[src/hw/rtl/csma_pkg.sv]
// shared types and constants of the rts/cts medium access controller
// no dependencies

package csma_pkg;

   localparam int ADDR_W      = 48;
   localparam int TICK_W      = 16;
   localparam int CSR_IDX_W   = 3;
   localparam int RSPQ_DEPTH  = 4;
   localparam int RSPQ_PTR_W  = 2;
   localparam int RSPQ_CNT_W  = 3;

   localparam logic [1:0] ACT_TICK  = 2'd0;
   localparam logic [1:0] ACT_REQ   = 2'd1;
   localparam logic [1:0] ACT_FRAME = 2'd2;

   localparam logic [1:0] FT_RTS  = 2'd0;
   localparam logic [1:0] FT_CTS  = 2'd1;
   localparam logic [1:0] FT_DATA = 2'd2;
   localparam logic [1:0] FT_ACK  = 2'd3;

   localparam logic [CSR_IDX_W-1:0] CSR_OWN_ADDR   = 3'd0;
   localparam logic [CSR_IDX_W-1:0] CSR_RCV_ADDR   = 3'd1;
   localparam logic [CSR_IDX_W-1:0] CSR_IS_AP      = 3'd2;
   localparam logic [CSR_IDX_W-1:0] CSR_SIFS       = 3'd3;
   localparam logic [CSR_IDX_W-1:0] CSR_DIFS       = 3'd4;
   localparam logic [CSR_IDX_W-1:0] CSR_MAX_BO     = 3'd5;
   localparam logic [CSR_IDX_W-1:0] CSR_TX_DUR     = 3'd6;

   typedef struct packed {
      logic [1:0]        action;
      logic [1:0]        frame_type;
      logic [ADDR_W-1:0] frame_src;
      logic [ADDR_W-1:0] frame_dest;
      logic [TICK_W-1:0] frame_res_duration;
      logic [TICK_W-1:0] backoff_draw;
   } req_type;

   typedef struct packed {
      logic [1:0]        tx_type;
      logic [ADDR_W-1:0] tx_src;
      logic [ADDR_W-1:0] tx_dest;
      logic [TICK_W-1:0] tx_res_duration;
      logic              last;
   } rsp_type;

   typedef struct packed {
      logic [ADDR_W-1:0] src;
      logic [ADDR_W-1:0] dest;
   } pend_entry_type;

   typedef struct packed {
      logic push;
      logic pop;
      logic rd;
   } pq_cmd_type;

   typedef struct packed {
      logic empty;
      logic full;
   } pq_stat_type;

endpackage

[src/hw/rtl/csma_pend_queue.sv]
// pending frame queue: circular buffer of source/destination pairs
// registered head read; uses csma_pkg

module csma_pend_queue #(
   parameter int DEPTH = 8
) (
   input  logic                     clock,
   input  logic                     reset,
   input  csma_pkg::pq_cmd_type     cmd,
   input  csma_pkg::pend_entry_type wdata,
   output csma_pkg::pq_stat_type    stat,
   output csma_pkg::pend_entry_type rdata
);
   import csma_pkg::*;

   localparam int QW = (DEPTH > 1) ? $clog2(DEPTH) : 1;
   localparam int CW = $clog2(DEPTH + 1);

   pend_entry_type mem [DEPTH];
   pend_entry_type rdata_ff;
   logic [QW-1:0]  head_ff, head_in;
   logic [CW-1:0]  count_ff, count_in;
   logic [QW:0]    tail_sum;
   logic [QW-1:0]  tail;

   assign stat.empty = (count_ff == '0);
   assign stat.full  = (count_ff == CW'(DEPTH));
   assign rdata      = rdata_ff;

   always_comb begin
      tail_sum = (QW+1)'(head_ff) + (QW+1)'(count_ff);
      if (tail_sum >= (QW+1)'(DEPTH)) begin
         tail = QW'(tail_sum - (QW+1)'(DEPTH));
      end else begin
         tail = tail_sum[QW-1:0];
      end
   end

   always_comb begin
      head_in  = head_ff;
      count_in = count_ff;
      if (cmd.push) begin
         count_in = count_ff + CW'(1);
      end else if (cmd.pop) begin
         count_in = count_ff - CW'(1);
         if (head_ff == QW'(DEPTH - 1)) begin
            head_in = '0;
         end else begin
            head_in = head_ff + QW'(1);
         end
      end
   end

   always_ff @(posedge clock) begin
      if (reset) begin
         head_ff  <= '0;
         count_ff <= '0;
      end else begin
         head_ff  <= head_in;
         count_ff <= count_in;
      end
   end

   always_ff @(posedge clock) begin
      if (cmd.push) begin
         mem[tail] <= wdata;
      end
      if (cmd.rd) begin
         rdata_ff <= mem[head_ff];
      end
   end

   a_push_room: assert property (@(posedge clock) disable iff (reset)
      cmd.push |-> !stat.full)
      else $error("push into full pending queue");

   a_pop_data: assert property (@(posedge clock) disable iff (reset)
      (cmd.pop || cmd.rd) |-> !stat.empty)
      else $error("pop or read of empty pending queue");

endmodule

[src/hw/rtl/csma_rsp_fifo.sv]
// result fifo: takes up to two beats per cycle, gives one beat per cycle while rsp_stall is low
// uses csma_pkg

module csma_rsp_fifo (
   input  logic                          clock,
   input  logic                          reset,
   input  logic [1:0]                    push_n,
   input  csma_pkg::rsp_type             push_e0,
   input  csma_pkg::rsp_type             push_e1,
   output logic [csma_pkg::RSPQ_CNT_W-1:0] used,
   output logic                          rsp_valid,
   input  logic                          rsp_stall,
   output csma_pkg::rsp_type             rsp_data
);
   import csma_pkg::*;

   rsp_type               slot [RSPQ_DEPTH];
   logic [RSPQ_PTR_W-1:0] wr_ptr_ff, wr_ptr_in;
   logic [RSPQ_PTR_W-1:0] rd_ptr_ff, rd_ptr_in;
   logic [RSPQ_CNT_W-1:0] used_ff, used_in;
   logic                  pop;

   assign rsp_valid = (used_ff != '0);
   assign rsp_data  = slot[rd_ptr_ff];
   assign used      = used_ff;
   assign pop       = rsp_valid && !rsp_stall;

   always_comb begin
      wr_ptr_in = wr_ptr_ff + RSPQ_PTR_W'(push_n);
      rd_ptr_in = rd_ptr_ff + RSPQ_PTR_W'(pop);
      used_in   = used_ff + RSPQ_CNT_W'(push_n) - RSPQ_CNT_W'(pop);
   end

   always_ff @(posedge clock) begin
      if (reset) begin
         wr_ptr_ff <= '0;
         rd_ptr_ff <= '0;
         used_ff   <= '0;
      end else begin
         wr_ptr_ff <= wr_ptr_in;
         rd_ptr_ff <= rd_ptr_in;
         used_ff   <= used_in;
      end
   end

   always_ff @(posedge clock) begin
      if (push_n != 2'd0) begin
         slot[wr_ptr_ff] <= push_e0;
      end
      if (push_n == 2'd2) begin
         slot[wr_ptr_ff + RSPQ_PTR_W'(1)] <= push_e1;
      end
   end

endmodule

[src/hw/rtl/csma_rts_cts_mac_controller.sv]
// rts/cts medium access controller top level
// uses csma_pkg, csma_pend_queue, csma_rsp_fifo
//
// usage:
//   req channel (req_valid/req_stall/req_data) carries ticks, send requests and
//   received frames; rsp channel (rsp_valid/rsp_stall/rsp_data) carries the
//   frames to transmit, with last set on the final beat caused by one item.
//   csr port: csr_we writes csr_wdata to register csr_index (0 own address,
//   1 receiver address, 2 access point flag, 3 sifs, 4 difs, 5 max backoff,
//   6 transmit duration); write only while the block is idle.
// the first result beat of an item passes through the item register, then the result
//   fifo, before it is valid on the rsp port.
// throughput: one item per cycle while each item makes at most one beat and rsp_stall
//   is low; an item that makes two beats is given out one beat at a time on the
//   single-beat rsp port. the limit is the 4-entry result fifo: req_stall rises when it
//   and the item register could not take two more beats.
// reset: timers idle, collision count 0, partner address 0, queue empty,
//   registers at their defaults (sifs 1, difs 3, max backoff 6, duration 10).
// a stalled receiver fills the result fifo, then req_stall holds off input;
//   no beat is lost or repeated.

module csma_rts_cts_mac_controller #(
   parameter int QUEUE_DEPTH = 8
) (
   input  logic                          clock,
   input  logic                          reset,
   input  logic                          req_valid,
   output logic                          req_stall,
   input  csma_pkg::req_type             req_data,
   output logic                          rsp_valid,
   input  logic                          rsp_stall,
   output csma_pkg::rsp_type             rsp_data,
   input  logic                          csr_we,
   input  logic [csma_pkg::CSR_IDX_W-1:0] csr_index,
   input  logic [csma_pkg::ADDR_W-1:0]   csr_wdata
);
   import csma_pkg::*;

   // configuration
   logic [ADDR_W-1:0] own_addr_ff;
   logic              is_ap_ff;
   logic [TICK_W-1:0] sifs_ff, difs_ff, max_bo_ff, tx_dur_ff;

   // protocol state
   logic              rw_act_ff, rw_act_in, bo_act_ff, bo_act_in, cw_act_ff, cw_act_in;
   logic [TICK_W-1:0] rw_cnt_ff, rw_cnt_in, bo_cnt_ff, bo_cnt_in, cw_cnt_ff, cw_cnt_in;
   logic [7:0]        crc_ff, crc_in;
   logic [ADDR_W-1:0] partner_ff, partner_in;

   // item register
   logic [1:0]        s1_n_ff, s1_n_in;
   logic              s1_sel_ff, s1_sel_in;
   rsp_type           s1_r0_ff, s1_r0_in, s1_r1_ff, s1_r1_in;

   logic                  req_accept;
   pq_cmd_type            pq_cmd;
   pq_stat_type           pq_stat;
   pend_entry_type        pq_wdata, pq_rdata;
   logic [RSPQ_CNT_W-1:0] rf_used;
   logic [RSPQ_CNT_W:0]   fill;
   rsp_type               e0;
   logic [31:0]           prod;
   logic [TICK_W-1:0]     bo_load;

   assign fill       = (RSPQ_CNT_W+1)'(rf_used) + (RSPQ_CNT_W+1)'(s1_n_ff);
   assign req_stall  = (fill > (RSPQ_CNT_W+1)'(RSPQ_DEPTH - 2));
   assign req_accept = req_valid && !req_stall;

   assign pq_wdata.src  = req_data.frame_src;
   assign pq_wdata.dest = req_data.frame_dest;

   assign prod    = 32'(sifs_ff) * 32'(req_data.backoff_draw);
   assign bo_load = (prod > 32'(max_bo_ff)) ? max_bo_ff : prod[TICK_W-1:0];

   always_comb begin
      logic    bo_exp, rw_exp, cw_exp;
      rsp_type cts;
      bo_exp    = bo_act_ff && (bo_cnt_ff <= TICK_W'(1));
      rw_exp    = rw_act_ff && (rw_cnt_ff <= TICK_W'(1));
      cw_exp    = cw_act_ff && (cw_cnt_ff <= TICK_W'(1));
      cts       = '{tx_type: FT_CTS, tx_src: own_addr_ff, tx_dest: partner_ff,
                    tx_res_duration: tx_dur_ff, last: 1'b0};
      rw_act_in = rw_act_ff;
      rw_cnt_in = rw_cnt_ff;
      bo_act_in = bo_act_ff;
      bo_cnt_in = bo_cnt_ff;
      cw_act_in = cw_act_ff;
      cw_cnt_in = cw_cnt_ff;
      crc_in    = crc_ff;
      partner_in = partner_ff;
      s1_n_in   = 2'd0;
      s1_sel_in = 1'b0;
      s1_r0_in  = '0;
      s1_r1_in  = '0;
      pq_cmd    = '0;
      if (req_accept) begin
         unique case (req_data.action)
            ACT_TICK: begin
               if (bo_act_ff) begin
                  bo_act_in = !bo_exp;
                  bo_cnt_in = bo_exp ? '0 : bo_cnt_ff - TICK_W'(1);
               end
               if (rw_act_ff) begin
                  rw_act_in = !rw_exp;
                  rw_cnt_in = rw_exp ? '0 : rw_cnt_ff - TICK_W'(1);
               end
               if (cw_act_ff) begin
                  cw_act_in = !cw_exp;
                  cw_cnt_in = cw_exp ? '0 : cw_cnt_ff - TICK_W'(1);
               end
               if (bo_exp) begin
                  s1_r0_in = '{tx_type: FT_RTS, tx_src: own_addr_ff, tx_dest: partner_ff,
                               tx_res_duration: '0, last: 1'b0};
                  s1_n_in  = 2'd1;
                  if (!rw_act_in) begin
                     rw_act_in = 1'b1;
                     rw_cnt_in = difs_ff;
                  end
               end
               if (rw_exp && !bo_act_in) begin
                  bo_act_in = 1'b1;
                  bo_cnt_in = bo_load;
               end
               if (cw_exp) begin
                  if (crc_ff > 8'd1) begin
                     crc_in = '0;
                  end else if (s1_n_in == 2'd0) begin
                     s1_r0_in = cts;
                     s1_n_in  = 2'd1;
                  end else begin
                     s1_r1_in = cts;
                     s1_n_in  = 2'd2;
                  end
               end
            end
            ACT_REQ: begin
               if (!pq_stat.full) begin
                  pq_cmd.push = 1'b1;
                  rw_act_in   = 1'b1;
                  rw_cnt_in   = difs_ff;
                  s1_r0_in    = '{tx_type: FT_RTS, tx_src: req_data.frame_src,
                                  tx_dest: req_data.frame_dest,
                                  tx_res_duration: tx_dur_ff, last: 1'b0};
                  s1_n_in     = 2'd1;
               end
            end
            ACT_FRAME: begin
               if (req_data.frame_dest == own_addr_ff) begin
                  case (req_data.frame_type)
                     FT_RTS: begin
                        if (is_ap_ff) begin
                           if (!cw_act_ff) begin
                              cw_act_in  = 1'b1;
                              cw_cnt_in  = sifs_ff;
                              crc_in     = 8'd1;
                              partner_in = req_data.frame_src;
                           end else if (crc_ff != 8'hff) begin
                              crc_in = crc_ff + 8'd1;
                           end
                        end
                     end
                     FT_CTS: begin
                        rw_act_in = 1'b0;
                        rw_cnt_in = '0;
                        if (!pq_stat.empty) begin
                           pq_cmd.rd = 1'b1;
                           s1_sel_in = 1'b1;
                           s1_r0_in  = '{tx_type: FT_DATA, tx_src: '0, tx_dest: '0,
                                         tx_res_duration: tx_dur_ff, last: 1'b0};
                           s1_n_in   = 2'd1;
                        end
                     end
                     FT_DATA: begin
                        s1_r0_in = '{tx_type: FT_ACK, tx_src: req_data.frame_dest,
                                     tx_dest: req_data.frame_src,
                                     tx_res_duration: '0, last: 1'b0};
                        s1_n_in  = 2'd1;
                     end
                     default: begin
                        pq_cmd.pop = !pq_stat.empty;
                     end
                  endcase
               end else if (req_data.frame_type == FT_CTS) begin
                  rw_act_in = 1'b0;
                  rw_cnt_in = '0;
                  cw_act_in = 1'b0;
                  cw_cnt_in = '0;
                  bo_act_in = !pq_stat.empty;
                  bo_cnt_in = pq_stat.empty ? '0 : req_data.frame_res_duration;
               end
            end
            default: begin
            end
         endcase
      end
      if (s1_n_in == 2'd1) begin
         s1_r0_in.last = 1'b1;
      end
      if (s1_n_in == 2'd2) begin
         s1_r1_in.last = 1'b1;
      end
      if (csr_we && (csr_index == CSR_RCV_ADDR)) begin
         partner_in = csr_wdata;
      end
   end

   always_ff @(posedge clock) begin
      if (reset) begin
         own_addr_ff <= '0;
         is_ap_ff    <= 1'b0;
         sifs_ff     <= TICK_W'(1);
         difs_ff     <= TICK_W'(3);
         max_bo_ff   <= TICK_W'(6);
         tx_dur_ff   <= TICK_W'(10);
      end else if (csr_we) begin
         unique case (csr_index)
            CSR_OWN_ADDR: own_addr_ff <= csr_wdata;
            CSR_IS_AP:    is_ap_ff    <= csr_wdata[0];
            CSR_SIFS:     sifs_ff     <= csr_wdata[TICK_W-1:0];
            CSR_DIFS:     difs_ff     <= csr_wdata[TICK_W-1:0];
            CSR_MAX_BO:   max_bo_ff   <= csr_wdata[TICK_W-1:0];
            CSR_TX_DUR:   tx_dur_ff   <= csr_wdata[TICK_W-1:0];
            default: begin
            end
         endcase
      end
   end

   always_ff @(posedge clock) begin
      if (reset) begin
         rw_act_ff  <= 1'b0;
         rw_cnt_ff  <= '0;
         bo_act_ff  <= 1'b0;
         bo_cnt_ff  <= '0;
         cw_act_ff  <= 1'b0;
         cw_cnt_ff  <= '0;
         crc_ff     <= '0;
         partner_ff <= '0;
         s1_n_ff    <= '0;
         s1_sel_ff  <= 1'b0;
      end else begin
         rw_act_ff  <= rw_act_in;
         rw_cnt_ff  <= rw_cnt_in;
         bo_act_ff  <= bo_act_in;
         bo_cnt_ff  <= bo_cnt_in;
         cw_act_ff  <= cw_act_in;
         cw_cnt_ff  <= cw_cnt_in;
         crc_ff     <= crc_in;
         partner_ff <= partner_in;
         s1_n_ff    <= s1_n_in;
         s1_sel_ff  <= s1_sel_in;
      end
   end

   always_ff @(posedge clock) begin
      s1_r0_ff <= s1_r0_in;
      s1_r1_ff <= s1_r1_in;
   end

   // data frame takes its addresses from the queue head read
   always_comb begin
      e0 = s1_r0_ff;
      if (s1_sel_ff) begin
         e0.tx_src  = pq_rdata.src;
         e0.tx_dest = pq_rdata.dest;
      end
   end

   csma_pend_queue #(
      .DEPTH (QUEUE_DEPTH)
   ) u_pend_queue (
      .clock (clock),
      .reset (reset),
      .cmd   (pq_cmd),
      .wdata (pq_wdata),
      .stat  (pq_stat),
      .rdata (pq_rdata)
   );

   csma_rsp_fifo u_rsp_fifo (
      .clock     (clock),
      .reset     (reset),
      .push_n    (s1_n_ff),
      .push_e0   (e0),
      .push_e1   (s1_r1_ff),
      .used      (rf_used),
      .rsp_valid (rsp_valid),
      .rsp_stall (rsp_stall),
      .rsp_data  (rsp_data)
   );

   a_fifo_room: assert property (@(posedge clock) disable iff (reset)
      fill <= (RSPQ_CNT_W+1)'(RSPQ_DEPTH))
      else $error("result fifo overflow");

   a_data_alone: assert property (@(posedge clock) disable iff (reset)
      s1_sel_ff |-> (s1_n_ff == 2'd1))
      else $error("queued data beat not alone");

   a_no_idle_stall: assert property (@(posedge clock) disable iff (reset)
      (rf_used == '0 && s1_n_ff == 2'd0) |-> !req_stall)
      else $error("stall while empty");

   a_sel_follows_read: assert property (@(posedge clock) disable iff (reset)
      pq_cmd.rd |=> s1_sel_ff)
      else $error("queue read without data beat");

endmodule

[config.mk]
export PLATFORM = sky130hd
export DESIGN_NAME = csma_rts_cts_mac_controller
export DESIGN_NICKNAME = d
export VERILOG_FILES = /design/src/hw/rtl/csma_pkg.sv /design/src/hw/rtl/csma_pend_queue.sv /design/src/hw/rtl/csma_rsp_fifo.sv /design/src/hw/rtl/csma_rts_cts_mac_controller.sv
export SDC_FILE = /design/constraint.sdc
export NUM_CORES = 2
export LEC_CHECK = 0
export ABC_AREA = 1
export BUFFER_PORTS_ARGS = -buffer_cell sky130_fd_sc_hd__buf_2
export CORE_MARGIN = 1.5
export CORE_UTILIZATION = 45
export CTS_BUF_LIST = sky130_fd_sc_hd__clkbuf_4 sky130_fd_sc_hd__clkbuf_8
export CTS_CLUSTER_SIZE = 40
export DETAILED_ROUTE_END_ITERATION = 6
export PLACE_DENSITY = 0.68
export SLEW_MARGIN = 15
export SYNTH_ARGS = -nofsm -noshare
export SYNTH_HDL_FRONTEND = slang
export SYNTH_SLANG_ARGS = --single-unit
[constraint.sdc]
create_clock -name clock -period 8.7 [get_ports clock]
set_clock_uncertainty 0.1 [all_clocks]
set_input_delay 0.87 -clock clock [delete_from_list [all_inputs] [get_ports clock]]
set_output_delay 0.87 -clock clock [all_outputs]
set_load 0.01 [all_outputs]
---- Yosys cells after proc, flatten, opt, wreduce, memory -nomap -nowiden ----
Memory sizes are Yosys's and may differ from the RTL's. A register that Yosys moved wholly into a read port is not among the register bits.
Cells that the tools add are included.
storage, ports and cells
  register bits after elaboration ......... 466
  input bits .............................. 188
  logic and storage cells ................. 245
  output and inout port bits .............. 117
  memory bits (writable) .................. 1228
  memories kept ........................... 2
cells by class
  order comparisons ....................... 7
  multiply operators ...................... 1
  bitwise logic cells ..................... 6
  multiplexer cells ....................... 103
  reduce and logical (&&, ||, !) cells .... 47
  add/sub/neg operators ................... 15
  eq/ne operators ......................... 33
memories
  memory            words  bits a word  rd ports  clocked after memory_dff  wr ports  line                   source
  u_pend_queue.mem  8      96           1         1                         1         csma_pend_queue.sv:19  pend_entry_type mem [DEPTH];
  u_rsp_fifo.slot   4      115          1         1                         2         csma_rsp_fifo.sv:17    rsp_type slot [RSPQ_DEPTH];
operators with widths
  kind                     count
  $mux W115                5
  $pmux W115 S3            1
  $mux W48                 7
  $mux W16                 19
  $pmux W115 S2            1
  $mux W113                2
  $mux W114                1
  $mux W96                 1
  $pmux W16 S2             2
  $mux W8                  7
  $eq A48 B48 Y1           1
  $le A16 B1 Y1 const B    3
  $pmux W16 S3             1
  $sub A16 B1 Y16 const B  3
  $mux W1                  36
  $gt A32 B16 Y1           1
  $mul A16 B16 Y32         1
  $mux W2                  9
  $ne A2 B2 Y1 const B     8
  $pmux W8 S2              1
  $reduce_bool A2 Y1       8
  $ne A3 B3 Y1 const B     5
  $reduce_and A2 Y1        7
  $eq A3 B3 Y1 const B     4
  43 further kinds         78

---- Longest topological paths before layout ----
  depth after elaboration ................. 12
  mapped depth ............................ 41
  mapped depth without buffers ............ 38

---- Modules after synthesis ----
From an unflattened synthesis, not the netlist that was laid out.
unflattened totals
  cells, all modules ...................... 9073
  area, all modules ....................... 86526.7 µm²
modules (own cells, without submodules)
  module                       instances  area each (µm²)  sequential area each (µm²)  cells an instance
  csma_pend_queue              1          33230.6          26085.0                     2433
  csma_rts_cts_mac_controller  1          31006.0          9048.7                      4327
  csma_rsp_fifo                1          22290.1          13953.4                     2313

---- Worst setup path before layout ----
OpenSTA, ideal clock, no wires.
  path type ............................... input -> register
  start point ............................. in req_data[44] in the netlist's numbering
  end point ............................... reg, netlist name u_pend_queue.rdata[0]
  slack ................................... -0.720 ns
  buffers on the path ..................... 2
  data arrival time ....................... 8.652 ns
  data required time ...................... 7.932 ns
  setup time .............................. 0.668 ns
  stages .................................. 11
  cell sequence ........................... xnor2_1 > nand2_1 > nor4_1 > nand2_1 > nor2_1 > nand2_1 > nor2_4 > buf_2 > buf_4 > nand2_1 > nor3_1
RTL lines
  item         line                               source
  from (decl)  csma_rts_cts_mac_controller.sv:29  input csma_pkg::req_type req_data,

---- Worst setup path in the final report ----
  start point ............................. reg sifs_ff[11]
  end point ............................... reg bo_cnt_ff[12]
on the way
  word-level cells in the longest chain between the ends .. 5
ends and longest elaborated chain
  item                    line                                source
  from (decl)             csma_rts_cts_mac_controller.sv:42   logic [TICK_W-1:0] sifs_ff, difs_ff, max_bo_ff, tx_dur_ff;
  from (signal assigned)  csma_rts_cts_mac_controller.sv:219  CSR_SIFS: sifs_ff <= csr_wdata[TICK_W-1:0];
  $mul A16 B16 Y32 (*)    csma_rts_cts_mac_controller.sv:72   assign prod = 32'(sifs_ff) * 32'(req_data.backoff_draw);
  $gt A32 B16 Y1          csma_rts_cts_mac_controller.sv:73   assign bo_load = (prod > 32'(max_bo_ff)) ? max_bo_ff : prod[TICK_W-1:0];
  $mux W16 (*)            csma_rts_cts_mac_controller.sv:73
  $mux W16 (*)            csma_rts_cts_mac_controller.sv:120  if (rw_exp && !bo_act_in) begin
  $pmux W16 S2 (*)        csma_rts_cts_mac_controller.sv:97   unique case (req_data.action)
  to (signal assigned)    csma_rts_cts_mac_controller.sv:245  bo_cnt_ff <= bo_cnt_in;
  to (decl)               csma_rts_cts_mac_controller.sv:46   logic [TICK_W-1:0] rw_cnt_ff, rw_cnt_in, bo_cnt_ff, bo_cnt_in, cw_cnt_ff, cw_cnt_in;
Every way passes the cells marked *; elsewhere a longest branch is shown, timed or not.
A chain may end at the register's enable or synchronous reset.

==> flow_summary.ini <==
[global_routing]
antenna_found_initial = 49
grt_util_all_layers_pct = 28.1
grt_overflow = 0
grt_pass1_vias = 62800
grt_pass1_wl_mm = 402
grt_max_degree = 164

[finish]
multi_input_area_mm2 = 0.0291
fill_cells = 16500
drive_above_1_share_pct = 11.1
final-instance-count-excl-fill = 11400
post-route-cell-area_mm2 = 0.0943
seq_area_mm2 = 0.0491
area_growth_pct = 12.0
nets = 9179

[synth]
synth-xor-area-share_pct = 0.645
synth_compound_area_share_pct = 13.9
synthFlopType = edfxtp_1
synth.cell_area_mm2 = 0.0842
synth_area_leader_cell = edfxtp_1
synthCells = 8450
ys_seq_area_share_pct = 58.3
muxShareOfSynthArea_pct = 1.14
yosysWarnings = 0
synth_top_family_by_area = compound AO/OA/AOI/OAI gates
synth_fa_ha_area_share_pct = 6.95
synth_top_area_share_pct = 47.1
synth-edff-count = 1320
synth.distinct_cells = 55
syn_nets = 8987
synth_seq_cells = 1790
synthSimpleGateAreaFrac_pct = 11.6
synthTopCellsByArea = edfxtp_1 (47%), dfxtp_1 (11%), o21ai_0 (5.4%)
synthArstFlopShare_pct = 0
syn_avg_cell_area_um2 = 9.96

[drt]
route.met3.wl_mm = 26.0
final_antenna_net_count = 0
wire_per_inst_um = 24.2
wl_met1_mm = 106
vias_per_cell = 5.78
drt_pass1_iterations = 6
drc_errors = 0
dr.first_iter.drc_count = 7892
highest_layer = met5
wl_met2_mm = 126
drt_wl_total_mm = 275
via_count = 65700

[critical_path]
crit_type = reg2reg
worstPathRequired_ns = 9.51
worstPathArrival_ns = 8.44
cp_slowest_cell = dfxtp_1
path_delay_family = adder cells
crit_top_cell = nand2_1
crit_buf_inv = 4
cp_max_fo = 18
critPathMaxStageDelay_ns = 0.84
critPathLaunchType = register
cp-end-kind = register

[clock_tree]
clk_latency_ns = 1.09
cts_root_buffer = clkbuf_8
cts_buffers = 310
clkSlewWorstSetupHoldPaths_ns = 0.07
clock_sinks = 1790
tritoncts = yes
cts_max_level = 5
cts_resized = 0
clockBufferDepth = 4

[place]
port_buffers = 304
dpl.hpwl_mm = 173
gp_congestion = 0.905
place_ws_ns = 0.720
place_area_mm2 = 0.0878
place_inst = 10800

[timing]
worst_slew_pin_slew_ns = 1.19
layout_setup_ws_ns = 1.07
fin_tns_setup_ns = 0
fin_crit_ns = 7.63
worst_hold_slack_ns = 0.0773
fin_crit_sh_pct = 87.7
rsz0062_at_grt = false
finalMaxSlewViolations = 0
finalSetupViolations = 0
max-slew-margin-rel_pct = 20.5
clock.fmax_mhz = 131
hold_viol = 0

[die]
rows = 158
die_h_um = 436
io_pins = 305
core_mm2 = 0.186
initial_utilization_pct = 45.4
fp.dieArea_mm2 = 0.190
fp.dieW_um = 436

[power_and_ir_drop]
p_per_area_mw_per_mm2 = 219
vdd_ir_drop_max_mv = 0.182
p_leak_nw = 35.9

[outcome]
status = finished clean

[flow_run]
max_cap_viol_count = 0

[min_path]
worstHoldPathType = in2reg
[state kept, by name (all words and copies together), names as in the netlist, 19 cells and up]
name,flops
u_pend_queue.mem,768
partner_ff,48
s1_r1_ff,114
u_pend_queue.rdata,96
e0,19
own_addr_ff,48
u_rsp_fifo.slot,460
s1_r0_ff,96
[worst reg2reg max path: cells and delay by family, from the launching register on]
| kind | cells | cell delay (ns) |
|---|---|---|
| AOI/OAI and AO/OA | 4 | 0.50 |
| xor gates and xnor gates | 1 | 0.32 |
| adders and majority gates | 8 | 3.76 |
| buffers and inverters | 4 | 0.23 |
| DFF | 1 | 0.84 |
| and+or+nand+nor | 17 | 1.81 |
[synth_stat cells, types with 10 or more instances]
library cell / number
inv_2: 12
nor3_1: 24
buf_1: 42
xnor2_1: 23
o22ai_1: 652
clkbuf_1: 469
edfxtp_1: 1320
nand2_2: 10
o221ai_1: 98
nand2_1: 957
dfxtp_1: 470
a31oi_1: 107
mux2i_1: 96
a21oi_1: 246
buf_2: 31
nor4_1: 10
o21ai_0: 904
fa_1: 198
ha_1: 151
xor2_1: 39
a21oi_2: 11
nor2_1: 1174
inv_1: 1093
o211ai_1: 12
nand3_1: 196
nand4_1: 35
[where the power goes]
part	total [mW]	switching, mW	internal, mW
registers	9.38	0.102	9.28
logic	3.63	2.64	0.995
clock network	7.65	3.39	4.26
total	20.7	6.13	14.5
[path summary, 6_finish.rpt]
kind	start	endpoint	slack (ns)	cells after the start
worst max-delay path	sifs_ff[11]$_SDFFE_PP0P_	bo_cnt_ff[12]$_SDFFE_PP0P_	1.07	34
worst min-delay path	req_data[93]	u_pend_queue.mem[3][61]$_DFFE_PP_	0.08	1
worst max register to register	sifs_ff[11]$_SDFFE_PP0P_	bo_cnt_ff[12]$_SDFFE_PP0P_	1.07	34
worst min register to register	tx_dur_ff[2]$_SDFFE_PP0P_	s1_r1_ff[3]$_SDFF_PP0_	0.34	2
[repair_timing]
action | in CTS | in global routing
hold buffers | 36 | 0
buffers inserted | 0 | 0
hold endpoints to repair | 142 | 0
[kinds of logic (layout without fill, tap and decap cells)]
logic type,count (synthesis),after routing
AO/OA/AOI/OAI,2049,2049
XOR/XNOR,62,62
adder cells (fa/ha/maj),349,349
buffers and inverters,1657,2068
flip-flops,1790,1790
multiplexers,96,96
other,0,23
AND/OR/NAND/NOR,2447,2447
[cell usage in the layout, fill, tap and decap left out, types with 11 or more instances in the layout]
cell           netlist  layout
a21oi_1            246     246
a21oi_2             11      11
a31oi_1            107     107
buf_2               31     304
buf_4                6      79
clkbuf_4             0     102
clkbuf_8             0     345
clkinv_1             3      47
clkinv_2             0      24
dfxtp_1            470     465
diode_2              0      23
dlygate4sd3_1        0      36
edfxtp_1          1320    1320
fa_1               198     198
ha_1               151     150
inv_1             1093    1088
mux2i_1             96      96
nand2_1            957     945
nand2_4              1      14
nand3_1            196     196
nand4_1             35      35
nor2_1            1174    1165
nor2_4               6      16
nor3_1              24      21
o211ai_1            12      12
o21ai_0            904     904
o221ai_1            98      98
o22ai_1            652     652
xnor2_1             23      23
xor2_1              39      39
[through the flow]
stage          total power, mW  util [%]
5_1_grt                   21.4      50.8
3_5_place_dp              13.1      47.3
2_1_floorplan             11.6         -
6_report                  20.7      50.8
3_3_place_gp              13.1      47.3
4_1_cts                   20.7      50.8
[per-layer routing]
metal	vias to the layer above	track usage, %
met3	711	5.29
li1	29400	-
met5	-	0
met4	18	17.1
met1	31800	36.2
met2	3731	44.1
[final cells by class]
cell class	instances	area share [%]
Clock inverter	84	0.607
Multi-Input combinational cell	5003	30.9
Antenna cell	23	0.0611
Timing Repair Buffer	429	2.84
Tap cell	2480	3.29
Clock buffer	447	5.85
Sequential cell	1790	52.1
Inverter	1108	4.45
Power figures use the tool's default switching activity.
